### src/rtl/fractal_gradient_noise_3d_core_macros.svh
// assertion macros for the fractal gradient noise core
// used by rtl/fractal_gradient_noise_3d_core.sv, no other dependencies
`ifndef FRACTAL_GRADIENT_NOISE_3D_CORE_MACROS_SVH
`define FRACTAL_GRADIENT_NOISE_3D_CORE_MACROS_SVH

// same-cycle implication
`define FGN_ASSERT_IMP(lbl, clk, rst, ante, cons, msg) \
   lbl: assert property (@(posedge clk) disable iff (rst) (ante) |-> (cons)) else $error(msg);

// next-cycle implication
`define FGN_ASSERT_NXT(lbl, clk, rst, ante, cons, msg) \
   lbl: assert property (@(posedge clk) disable iff (rst) (ante) |=> (cons)) else $error(msg);

`endif

### src/rtl/fgn_pkg.sv
// shared constants, types and functions for the fractal gradient noise core
// no dependencies; used by fgn_div and fractal_gradient_noise_3d_core
package fgn_pkg;

   localparam int MAX_OCTAVES     = 12;
   localparam int COORD_FRAC_BITS = 16;

   localparam int POS_W    = 32 + COORD_FRAC_BITS;
   localparam int MAG_LO_W = 24;
   localparam int OP_W     = 33;
   localparam int PROD_W   = 2 * OP_W;
   localparam int TLO_W    = OP_W;
   localparam int R_W      = POS_W + 9;
   localparam int S_W      = 21;
   localparam int U_W      = 18;
   localparam int FADE_W   = 17;
   localparam int V_W      = 20;
   localparam int DIF_W    = V_W + 1;
   localparam int DOT_W    = 20;
   localparam int OFS_W    = 18;
   localparam int WGT_W    = 17;
   localparam int OCT_W    = $clog2(MAX_OCTAVES + 1);
   localparam int NORM_W   = $clog2(MAX_OCTAVES * 65536 + 1);
   localparam int DEN_W    = NORM_W + 1;
   localparam int ACC_W    = 40;
   localparam int NUM_W    = ACC_W + 1;
   localparam int DCNT_W   = $clog2(NUM_W);
   localparam int CSR_IDX_W = 4;

   localparam logic [31:0] HASH_CX   = 32'h8da6b343;
   localparam logic [31:0] HASH_CY   = 32'hd8163841;
   localparam logic [31:0] HASH_CZ   = 32'hcb1ab31f;
   localparam logic [31:0] HASH_CS   = 32'h165667b1;
   localparam logic [31:0] HASH_M1   = 32'h7feb352d;
   localparam logic [31:0] HASH_M2   = 32'h846ca68b;
   localparam logic [31:0] RECIP_3   = 32'haaaaaaab;
   localparam logic [31:0] INV_SQRT2 = 32'd46341;
   localparam logic [31:0] ONE_Q8_24 = 32'h0100_0000;

   localparam logic [CSR_IDX_W-1:0] CSR_NOISE_SEED     = CSR_IDX_W'(0);
   localparam logic [CSR_IDX_W-1:0] CSR_BASE_FREQUENCY = CSR_IDX_W'(1);
   localparam logic [CSR_IDX_W-1:0] CSR_OCTAVE_COUNT   = CSR_IDX_W'(2);
   localparam logic [CSR_IDX_W-1:0] CSR_LACUNARITY     = CSR_IDX_W'(3);
   localparam logic [CSR_IDX_W-1:0] CSR_PERSISTENCE    = CSR_IDX_W'(4);
   localparam logic [CSR_IDX_W-1:0] CSR_OFFSET_X       = CSR_IDX_W'(5);
   localparam logic [CSR_IDX_W-1:0] CSR_OFFSET_Y       = CSR_IDX_W'(6);
   localparam logic [CSR_IDX_W-1:0] CSR_OFFSET_Z       = CSR_IDX_W'(7);

   typedef enum logic [4:0] {
      ST_IDLE,
      ST_SEED,
      ST_SCALE_LO,
      ST_SCALE_HI,
      ST_FADE1,
      ST_FADE2,
      ST_FADE3,
      ST_FADE4,
      ST_HASH1,
      ST_HASH2,
      ST_HASH3,
      ST_HASH4,
      ST_HASH5,
      ST_HASH6,
      ST_HASH7,
      ST_LERP,
      ST_ACC,
      ST_WGT,
      ST_DIV
   } st_type;

   typedef struct packed {
      logic             start;
      logic [NUM_W-1:0] num;
      logic [DEN_W-1:0] den;
   } div_req_type;

   typedef struct packed {
      logic             done;
      logic [NUM_W-1:0] quo;
   } div_rsp_type;

   // round a Q16 product: add one half, then floor
   function automatic logic signed [PROD_W-1:0] rq16(input logic signed [PROD_W-1:0] p);
      rq16 = (p + PROD_W'(32768)) >>> 16;
   endfunction

   // dot product of an edge gradient with the corner offset
   function automatic logic signed [DOT_W-1:0] grad_dot(input logic [3:0] g,
                                                       input logic signed [OFS_W-1:0] ox,
                                                       input logic signed [OFS_W-1:0] oy,
                                                       input logic signed [OFS_W-1:0] oz);
      logic signed [DOT_W-1:0] x;
      logic signed [DOT_W-1:0] y;
      logic signed [DOT_W-1:0] z;
      x = DOT_W'(ox);
      y = DOT_W'(oy);
      z = DOT_W'(oz);
      case (g)
         4'd0:    grad_dot = x + y;
         4'd1:    grad_dot = y - x;
         4'd2:    grad_dot = x - y;
         4'd3:    grad_dot = -x - y;
         4'd4:    grad_dot = x + z;
         4'd5:    grad_dot = z - x;
         4'd6:    grad_dot = x - z;
         4'd7:    grad_dot = -x - z;
         4'd8:    grad_dot = y + z;
         4'd9:    grad_dot = z - y;
         4'd10:   grad_dot = y - z;
         4'd11:   grad_dot = -y - z;
         default: grad_dot = '0;
      endcase
   endfunction

endpackage

### src/rtl/fgn_div.sv
// bit-serial restoring divider for the final normalization
// depends on fgn_pkg (widths, request and response structs)
module fgn_div (
   input  logic                clock,
   input  logic                reset,
   input  fgn_pkg::div_req_type div_req,
   output fgn_pkg::div_rsp_type div_rsp
);
   import fgn_pkg::*;

   logic              run_ff, run_in;
   logic              done_ff, done_in;
   logic [DCNT_W-1:0] cnt_ff, cnt_in;
   logic [NUM_W-1:0]  nq_ff, nq_in;
   logic [DEN_W-1:0]  rem_ff, rem_in;
   logic [DEN_W-1:0]  den_ff, den_in;
   logic [DEN_W:0]    trial;

   assign trial = {rem_ff, nq_ff[NUM_W-1]};

   always_comb begin
      run_in  = run_ff;
      done_in = 1'b0;
      cnt_in  = cnt_ff;
      nq_in   = nq_ff;
      rem_in  = rem_ff;
      den_in  = den_ff;
      if (div_req.start) begin
         run_in = 1'b1;
         cnt_in = '0;
         nq_in  = div_req.num;
         rem_in = '0;
         den_in = div_req.den;
      end else if (run_ff) begin
         if (trial >= {1'b0, den_ff}) begin
            rem_in = DEN_W'(trial - {1'b0, den_ff});
            nq_in  = {nq_ff[NUM_W-2:0], 1'b1};
         end else begin
            rem_in = trial[DEN_W-1:0];
            nq_in  = {nq_ff[NUM_W-2:0], 1'b0};
         end
         cnt_in = cnt_ff + DCNT_W'(1);
         if (cnt_ff == DCNT_W'(NUM_W - 1)) begin
            run_in  = 1'b0;
            done_in = 1'b1;
         end
      end
   end

   always_ff @(posedge clock) begin
      if (reset) begin
         run_ff  <= 1'b0;
         done_ff <= 1'b0;
         cnt_ff  <= '0;
      end else begin
         run_ff  <= run_in;
         done_ff <= done_in;
         cnt_ff  <= cnt_in;
      end
   end

   always_ff @(posedge clock) begin
      nq_ff  <= nq_in;
      rem_ff <= rem_in;
      den_ff <= den_in;
   end

   assign div_rsp.done = done_ff;
   assign div_rsp.quo  = nq_ff;

endmodule
### config.mk
export PLATFORM = sky130hd
export DESIGN_NAME = fgn_div
export DESIGN_NICKNAME = d
export VERILOG_FILES = /design/src/rtl/fractal_gradient_noise_3d_core_macros.svh /design/src/rtl/fgn_pkg.sv /design/src/rtl/fgn_div.sv
export SDC_FILE = /design/constraint.sdc
export NUM_CORES = 1
export LEC_CHECK = 0
export BUFFER_PORTS_ARGS = -buffer_cell sky130_fd_sc_hd__buf_4
export CAP_MARGIN = 5
export CORE_MARGIN = 3
export CORE_UTILIZATION = 44
export DETAILED_ROUTE_END_ITERATION = 8
export PLACE_DENSITY = 0.74
export SETUP_SLACK_MARGIN = 0.1
export SYNTH_ARGS = -nofsm -noshare
export SYNTH_HDL_FRONTEND = slang
export SYNTH_SLANG_ARGS = --single-unit
### constraint.sdc
create_clock -name clock -period 5.24 [get_ports clock]
set_input_delay 0.524 -clock clock [delete_from_list [all_inputs] [get_ports clock]]
set_output_delay 0.524 -clock clock [all_outputs]
set_load 0.1 [all_outputs]
### Word level (Yosys, flattened, before mapping)

Cells that the tools add are included.

| cells by class | value |
|---|---|
| shift-type cells | 0 |
| equal/unequal tests | 1 |
| bitwise gates (word level) | 1 |
| mux-type cells | 8 |
| div/mod/pow operators | 0 |
| add/sub/neg operators | 2 |
| $lt $le $gt $ge | 1 |
| multipliers | 0 |
| reduce and logical (&&, ||, !) cells | 3 |

Operator list:

| cell | number |
|---|---|
| 41-bit two-way mux | 2 |
| 22-bit by 21-bit greater-or-equal comparator with 1-bit output | 1 |
| 21-bit two-way mux | 1 |
| 21-bit subtractor | 1 |
| 6-bit by 1-bit adder with 6-bit output, second input constant | 1 |
| 6-bit == test, second input constant | 1 |
| 1-bit two-way mux | 5 |
| 3-bit OR reduction | 1 |
| 2-bit nonzero test | 1 |
| 2-bit OR reduction | 1 |
| 1-bit inverter | 1 |

| word-level totals | value |
|---|---|
| input bits | 65 |
| logic and storage cells | 22 |
| output and inout bits | 42 |
| RAM bits | 0 |
| bits in registers | 91 |
| memories kept | 0 |
| memory bits (read-only) | 0 |
| latch bits | 0 |

### Depth between registers and ports, before layout

Gate-level depths: netlist of run 1.

| depth | value |
|---|---|
| word-level depth | 4 |
| gate-level depth with buffers | 13 |
| depth with buffers taken out | 11 |

### Worst setup path after synthesis of run 1

Ideal clock, no wire load.

| timing | value |
|---|---|
| path kind | register to register |
| start point | reg nq_ff[40] |
| end point | reg nq_ff[0], data pin |
| required time | 4.980 ns |
| setup time | 0.260 ns |
| stages on the path, launching flop included | 13 |
| path buffers | 2 |
| period minus slack after synthesis | 3.329 ns |
| arrival time | 3.069 ns |
| slack | 1.911 ns |
| cells stage by stage | edfxtp_1 -> inv_1 -> ha_1 -> inv_1 -> fa_1 -> a21o_1 -> a22oi_2 -> a21oi_2 -> a41o_4 -> a211o_1 -> buf_6 -> buf_8 -> mux2_2 |

| on the way | value |
|---|---|
| word-level cells in the longest chain between the ends | 4 |

RTL lines:

| item | RTL line | RTL |
|---|---|---|
| start: declaration | fgn_div.sv:14 | `logic [NUM_W-1:0] nq_ff, nq_in;` |
| start signal: assignment | fgn_div.sv:63 | `nq_ff <= nq_in;` |
| 22-bit by 21-bit greater-or-equal comparator with 1-bit output | fgn_div.sv:35 | `if (trial >= {1'b0, den_ff}) begin` |
| 1-bit two-way mux | fgn_div.sv:35 |  |
| 41-bit two-way mux | fgn_div.sv:34 | `end else if (run_ff) begin` |
| 41-bit two-way mux | fgn_div.sv:28 | `if (div_req.start) begin` |
| via nq_in[0] | fgn_div.sv:14 |  |

The timed path passes the listed nets, and every way through them passes these cells. The select of a mux whose other input is x is not followed.
A chain may end at the register's enable or synchronous reset.

### Final worst setup path of run 1

| timing | value |
|---|---|
| start point | reg nq_ff[40] |
| end point | reg rem_ff[8] |

| on the way | value |
|---|---|
| word-level cells in the longest chain between the ends | 2 |
| elaborated cells on any way between the ends | 3 |
| classes of those cells | add/sub: 1; order compare: 1; mux: 1 |

RTL lines:

| item | RTL line | RTL |
|---|---|---|
| 21-bit subtractor / 22-bit by 21-bit greater-or-equal comparator with 1-bit output (equally long branches) | fgn_div.sv:36, fgn_div.sv:35 |  |
| 21-bit two-way mux (*) | fgn_div.sv:35 |  |
| end signal: assignment | fgn_div.sv:64 | `rem_ff <= rem_in;` |
| end: declaration | fgn_div.sv:15 | `logic [DEN_W-1:0] rem_ff, rem_in;` |

Mark *: on every way between the ends. The rest lies on a longest branch, timed or not.

==> results of run 1 <==
[flip-flops by register name (all words and copies together), names as in the netlist]
signal   flops
run_ff       1
done_ff      1
cnt_ff       6
rem_ff      21
den_ff      21
nq_ff       41
[layout by cell type, fill, tap and decap left out, types with 2 or more instances in the layout]
| cell type | synthesis | layout |
|---|---|---|
| mux2i_1 | 2 | 2 |
| a211o_1 | 2 | 2 |
| inv_1 | 31 | 31 |
| a21boi_0 | 2 | 2 |
| ha_1 | 23 | 23 |
| edfxtp_1 | 62 | 62 |
| dfxtp_1 | 29 | 29 |
| a21oi_2 | 2 | 2 |
| a21o_1 | 4 | 4 |
| xnor2_1 | 9 | 9 |
| o221ai_1 | 2 | 2 |
| a2111oi_0 | 2 | 2 |
| nor3_1 | 7 | 7 |
| nand2b_1 | 5 | 5 |
| nor2_1 | 36 | 36 |
| o21ai_0 | 21 | 21 |
| buf_4 | 2 | 109 |
| and3_1 | 2 | 2 |
| xor2_1 | 10 | 10 |
| a311oi_2 | 9 | 9 |
| o31ai_1 | 2 | 2 |
| nand3_1 | 10 | 10 |
| nand2_1 | 42 | 42 |
| a22oi_1 | 2 | 2 |
| a21oi_1 | 17 | 17 |
| nor4_1 | 2 | 2 |
| o311a_1 | 2 | 2 |
| clkinvlp_4 | 0 | 2 |
| nor2b_1 | 4 | 4 |
| mux2_2 | 41 | 41 |
| nand4_1 | 3 | 3 |
| and2_1 | 4 | 4 |
| o21a_1 | 3 | 3 |
| a32oi_1 | 6 | 6 |
| a31oi_1 | 4 | 4 |
| clkbuf_8 | 0 | 9 |
[cell usage after synthesis (5+ instances only)]
library cell / number
xnor2_1: 9
xor2_1: 10
nand2_1: 42
clkbuf_1: 10
a21oi_1: 17
ha_1: 23
a32oi_1: 6
inv_1: 31
o21ai_0: 21
a311oi_2: 9
nand3_1: 10
nor3_1: 7
mux2_2: 41
nor2_1: 36
edfxtp_1: 62
nand2b_1: 5
dfxtp_1: 29
[final cells by class]
cell class,count,area [µm²],area share [%]
Tap cell,136,170,2.85
Sequential cell,91,2440,40.8
Clock inverter,6,73.8,1.23
Timing Repair Buffer,109,818,13.7
Clock buffer,10,128,2.13
Inverter,31,116,1.95
Multi-Input combinational cell,299,2230,37.3
[per-layer routing]
layer / part of all wire (%) / vias up
met4: 1.3 / 0
met3: 9.9 / 12
li1: - / 1818
met5: 0 / -
met2: 47 / 136
met1: 42 / 1768
[worst paths after layout]
check	cells past startpoint	startpoint	slack [ps]	end
worst max register to register	11	nq_ff[40]	1880	rem_ff[8]
worst max-delay path	11	nq_ff[40]	1880	rem_ff[8]
worst min register to register	2	cnt_ff[5]	500	cnt_ff[5]
worst min-delay path	2	reset	320	run_ff
[metrics by stage]
step / total power, mW / setup WS [ps]
floorplan: 1.32 / 1910
global placement: 1.45 / 2090
detailed placement: 1.46 / 1900
CTS: 1.95 / 1880
global route: 2.02 / 1750
finish: 1.93 / 1880
[cells by family (layout without fill, tap and decap cells)]
logic type                 count (synthesis)  in the layout  synth area share [%]
buffers and inverters                     53            156                  4.69
adders and majority gates                 24             24                  6.28
AOI/OAI and AO/OA                         92             92                  14.8
muxes                                     43             43                  9.82
and+or+nand+nor                          121            121                  11.2
DFF                                       91             91                  49.8
xor gates and xnor gates                  19             19                  3.39
[where the power goes]
group / switching, mW / internal (mW)
registers: 0.0314 / 0.834
clock network: 0.262 / 0.226
logic: 0.403 / 0.176
total: 0.697 / 1.24
[critical path: cells and delay by family, from the launching register on]
| kind | cells | cell delay, ps |
|---|---|---|
| flops | 1 | 430 |
| compound gates | 6 | 2000 |
| simple gates | 1 | 130 |
| buf+inv | 2 | 140 |
| fa+ha+maj | 2 | 560 |
==> results.toml, run 1 <==
[clocking]
cts_buffers = 9
h-tree-depth = 3
cts_hold_buf = 0
path_clk_slew_ps = 90
clock_latency_ps = 360
root_buffer = "clkbuf_8"
post_cts_buffers = 0
cts_tree = "built"
post_cts_resized = 0
clock_path_buffers = 2
cts_sinks = 91

[cells_and_area]
drive_above_1_share_pct = 33.5
nNetsFinal = 630
final_core_util_pct = 56.4
final_cells = 682
n_antenna_cell = 0
postLayoutCellArea_um2 = 5980
area_delta_synth_final_pct = 21.9
nFillCells = 885

[detailed_routing]
wl_per_cell_um = 16.6
first_iter_violations = 260
drc = 0
totalWireLength_um = 11300
avgViaCountPerCell = 5.48
ant_nets = 0
vias = 3734
drtPass1Iterations = 4

[placed_design]
hpwl_um = 8320
place_congestion = 0.920
place_area_um2 = 5780
dp.cells = 666
place.port_buffers = 106

[job]
drv_cap = 0

[floorplanning]
die_area_um2 = 12500
die_x_um = 112
start_util_pct = 46.3
ios = 107
fp.dieH_um = 112
row_count = 37
core_area_um2 = 10600

[yosys]
ys_async_sr_fraction_pct = 0
synthTopCellsByArea = "edfxtp_1, dfxtp_1, mux2_2, ha_1, nand2_1"
synthCells = 443
yosysTopAreaCellShare_pct = 38.0
yosys.area.top_type = "edfxtp_1"
ys_ff_latch = 91
synth_cell_types = 58
synth_edf_count = 62
yosys_warnings = 0
syn_nets = 532
syn_area_per_cell_um2 = 11.1
yosysSeqAreaShare_pct = 49.8
yosys_most_used_dff = "edfxtp_1"
synth_area_um2 = 4900

[worst_setup_path]
cpPeakStageDelay_ps = 840
setup.worst_path.end_class = "flop"
crit_type = "flop to flop"
crit_chain = "inv_1, ha_1, inv_1, fa_1, a21o_1, a22oi_2, a21oi_2, a41o_4, a211oi_4, nor3_1, a2111oi_1"
startpoint_type = "flop"
crit_required_ps = 5500
cpMostUsedCell = "inv_1"
worstPathMaxFanout = 23
crit_slowest_cell = "a211oi_4"
crit_arrival_ps = 3620

[sta]
post-route-period-util_pct = 64.1
fin_tns_setup_ps = 0
setup_viol = 0
fin_hold_ws_ps = 316
max_freq_ghz = 0.298
slew_headroom_pct = 34.0
min_period_ps = 3360
rsz0062_at_grt = "false"
hold_violations = 0
skew_ps = 9.58
worst_slew_pin_slew_ps = 987
final_max_slew_viol_count = 0

[global_route]
use_met3_pct = 7.17
grt_pass1_wl_um = 19000
grt_max_degree = 41
grt_busiest_layer = "met2"
gr-total-overflow = 0
grt_pass1_vias = 3834
antenna_found_initial = 0
met1_usage_pct = 23.6
track_usage_pct = 18.6
met2_usage_pct = 30.0

[pwr]
p_leak_nw = 2.45
p_per_area_nw_per_um2 = 323
vdd_drop_max_uv = 272

[hold_path]
min_path_type = "input pin to flop"

[status]
status = "finished clean"
Power figures use the tool's default switching activity.
==> inputs of run 2 (changes only) <==
==> constraint.sdc (replaced) <==
create_clock -name clock -period 3.3 [get_ports clock]
set_input_delay 0.33 -clock clock [delete_from_list [all_inputs] [get_ports clock]]
set_output_delay 0.33 -clock clock [all_outputs]
set_load 0.1 [all_outputs]
==> run 2 against run 1 <==
Against the previous run: total power is 66% higher; critical path type unchanged; routed wire length is 0.80% higher; final area is 1.0% higher; final cell count is 0.29% higher; fmax is 12% higher; largest power group unchanged; non-clock buffer count is 2 higher; first-iteration DRC count is 23% lower; worst hold slack worse by 210 ps; sequential power is 60% higher; clock power is 86% higher.
==> results.toml, run 2 (synthesized netlist as in run 1, its figures left out) <==
[sta]
setup_ws_ps = 306
final_max_slew_viol_count = 0
post-route-period-util_pct = 90.7
max_freq_ghz = 0.334
fin_tns_setup_ps = 0
fin_hold_ws_ps = 107
hold_violations = 0
rsz0062_at_grt = "false"
skew_ps = 9.95
min_period_ps = 2990
setup_viol = 0
slew_headroom_pct = 42.5
worst_slew_pin_slew_ps = 860

[placed_design]
place.port_buffers = 106
pre_cts_ws_ps = 314
place_congestion = 0.934
dp.cells = 668
place_area_um2 = 5800
hpwl_um = 8360

[pwr]
p_leak_nw = 2.48
vdd_drop_max_uv = 352
p_per_area_nw_per_um2 = 531
total_power_mw = 3.21

[clocking]
cts_sinks = 91
clock_latency_ps = 380
h-tree-depth = 3
post_cts_buffers = 0
clock_path_buffers = 2
cts_tree = "built"
root_buffer = "clkbuf_8"
cts_buffers = 9
path_clk_slew_ps = 90

[detailed_routing]
wl_per_cell_um = 16.7
drc = 0
drtPass1Iterations = 5
ant_nets = 0
vias = 3764
totalWireLength_um = 11400
avgViaCountPerCell = 5.50
first_iter_violations = 200

[cells_and_area]
top_register = "nq_ff"
area_delta_synth_final_pct = 23.2
nNetsFinal = 632
final_cell_mix = "buf_4, edfxtp_1, nand2_1, mux2_2, nor2_1"
postLayoutCellArea_um2 = 6040
final_core_util_pct = 57.0
top_regs = "nq_ff x41, den_ff x21, rem_ff x21"
largest_reg_flops = 41
drive_above_1_share_pct = 34.3
nFillCells = 878
final_common_cell = "buf_4"
final_cells = 684
n_antenna_cell = 0

[worst_setup_path]
startpoint_type = "flop"
crit_slowest_cell = "a211oi_4"
cpPeakStageDelay_ps = 490
cpMostUsedCell = "inv_1"
crit_arrival_ps = 3290
crit_type = "flop to flop"
setup.worst_path.end_class = "flop"
crit_required_ps = 3590
worstPathMaxFanout = 10
crit_chain = "inv_1, ha_2, inv_1, fa_2, a21o_1, a22oi_2, a21oi_2, a41o_4, a211oi_4, buf_4, nand2_1, a311oi_2"

[floorplanning]
row_count = 37
fp.dieH_um = 112
core_area_um2 = 10600
ios = 107
start_util_pct = 46.3
die_x_um = 112
die_area_um2 = 12500

[global_route]
grt_pass1_wl_um = 18700
gr-total-overflow = 0
grt_pass1_vias = 3818
grt_max_degree = 52
track_usage_pct = 18.6
antenna_found_initial = 0

[status]
status = "finished clean"

[hold_path]
min_path_type = "input pin to flop"

[job]
drv_cap = 0
run 2: changes by cell type in the layout (fill, tap and decap cells not counted), sizes merged:
| cell | change |
|---|---|
| bufinv | +1 |
| clkinvlp | -1 |
| inv | -1 |
| buf | +2 |
| clkbuf | +1 |
run 2: worst paths after layout:
| check | from | end | slack [ps] | depth (start not counted) |
|---|---|---|---|---|
| worst max register to register | nq_ff[40] | rem_ff[9] | 310 | 12 |
| worst min-delay path | reset | run_ff | 110 | 2 |
| worst min register to register | rem_ff[20] | rem_ff[20] | 490 | 2 |
| worst max-delay path | nq_ff[40] | rem_ff[9] | 310 | 12 |
run 2: timing repair:
action / CTS / global route
resized for setup: 0 / 0
hold buffers: 0 / 0
endpoints found under the setup margin: 0 / 2
run 2: final cells by class:
type / count / area [µm²] / area share (%)
clock inverters: 5 / 81.3 / 1.35
inverters: 31 / 116 / 1.93
flip-flops and latches: 91 / 2440 / 40.4
multi-input cells: 299 / 2240 / 37.0
well taps: 136 / 170 / 2.82
clock buffers: 11 / 163 / 2.69
repair buffers: 111 / 833 / 13.8
run 2: where the power goes:
group | switching, mW | internal, mW
Combinational | 0.639 | 0.280
Clock | 0.416 | 0.495
Sequential | 0.0549 | 1.32
run 2: routing by layer:
layer / global-route usage, % / up-vias / part of all wire, %
met3: 7.34 / 21 / 9.3
met5: 0 / - / 0
met2: 29.0 / 151 / 46
li1: - / 1816 / -
met1: 23.1 / 1776 / 42
met4: 7.95 / 0 / 2.6
run 2: worst max-delay path: cells and delay by family, from the launching register on:
kind	cells	cell delay [ps]
AOI/OAI and AO/OA	6	1510
adders and majority gates	2	500
DFF	1	410
buffers and inverters	3	400
and+or+nand+nor	1	80
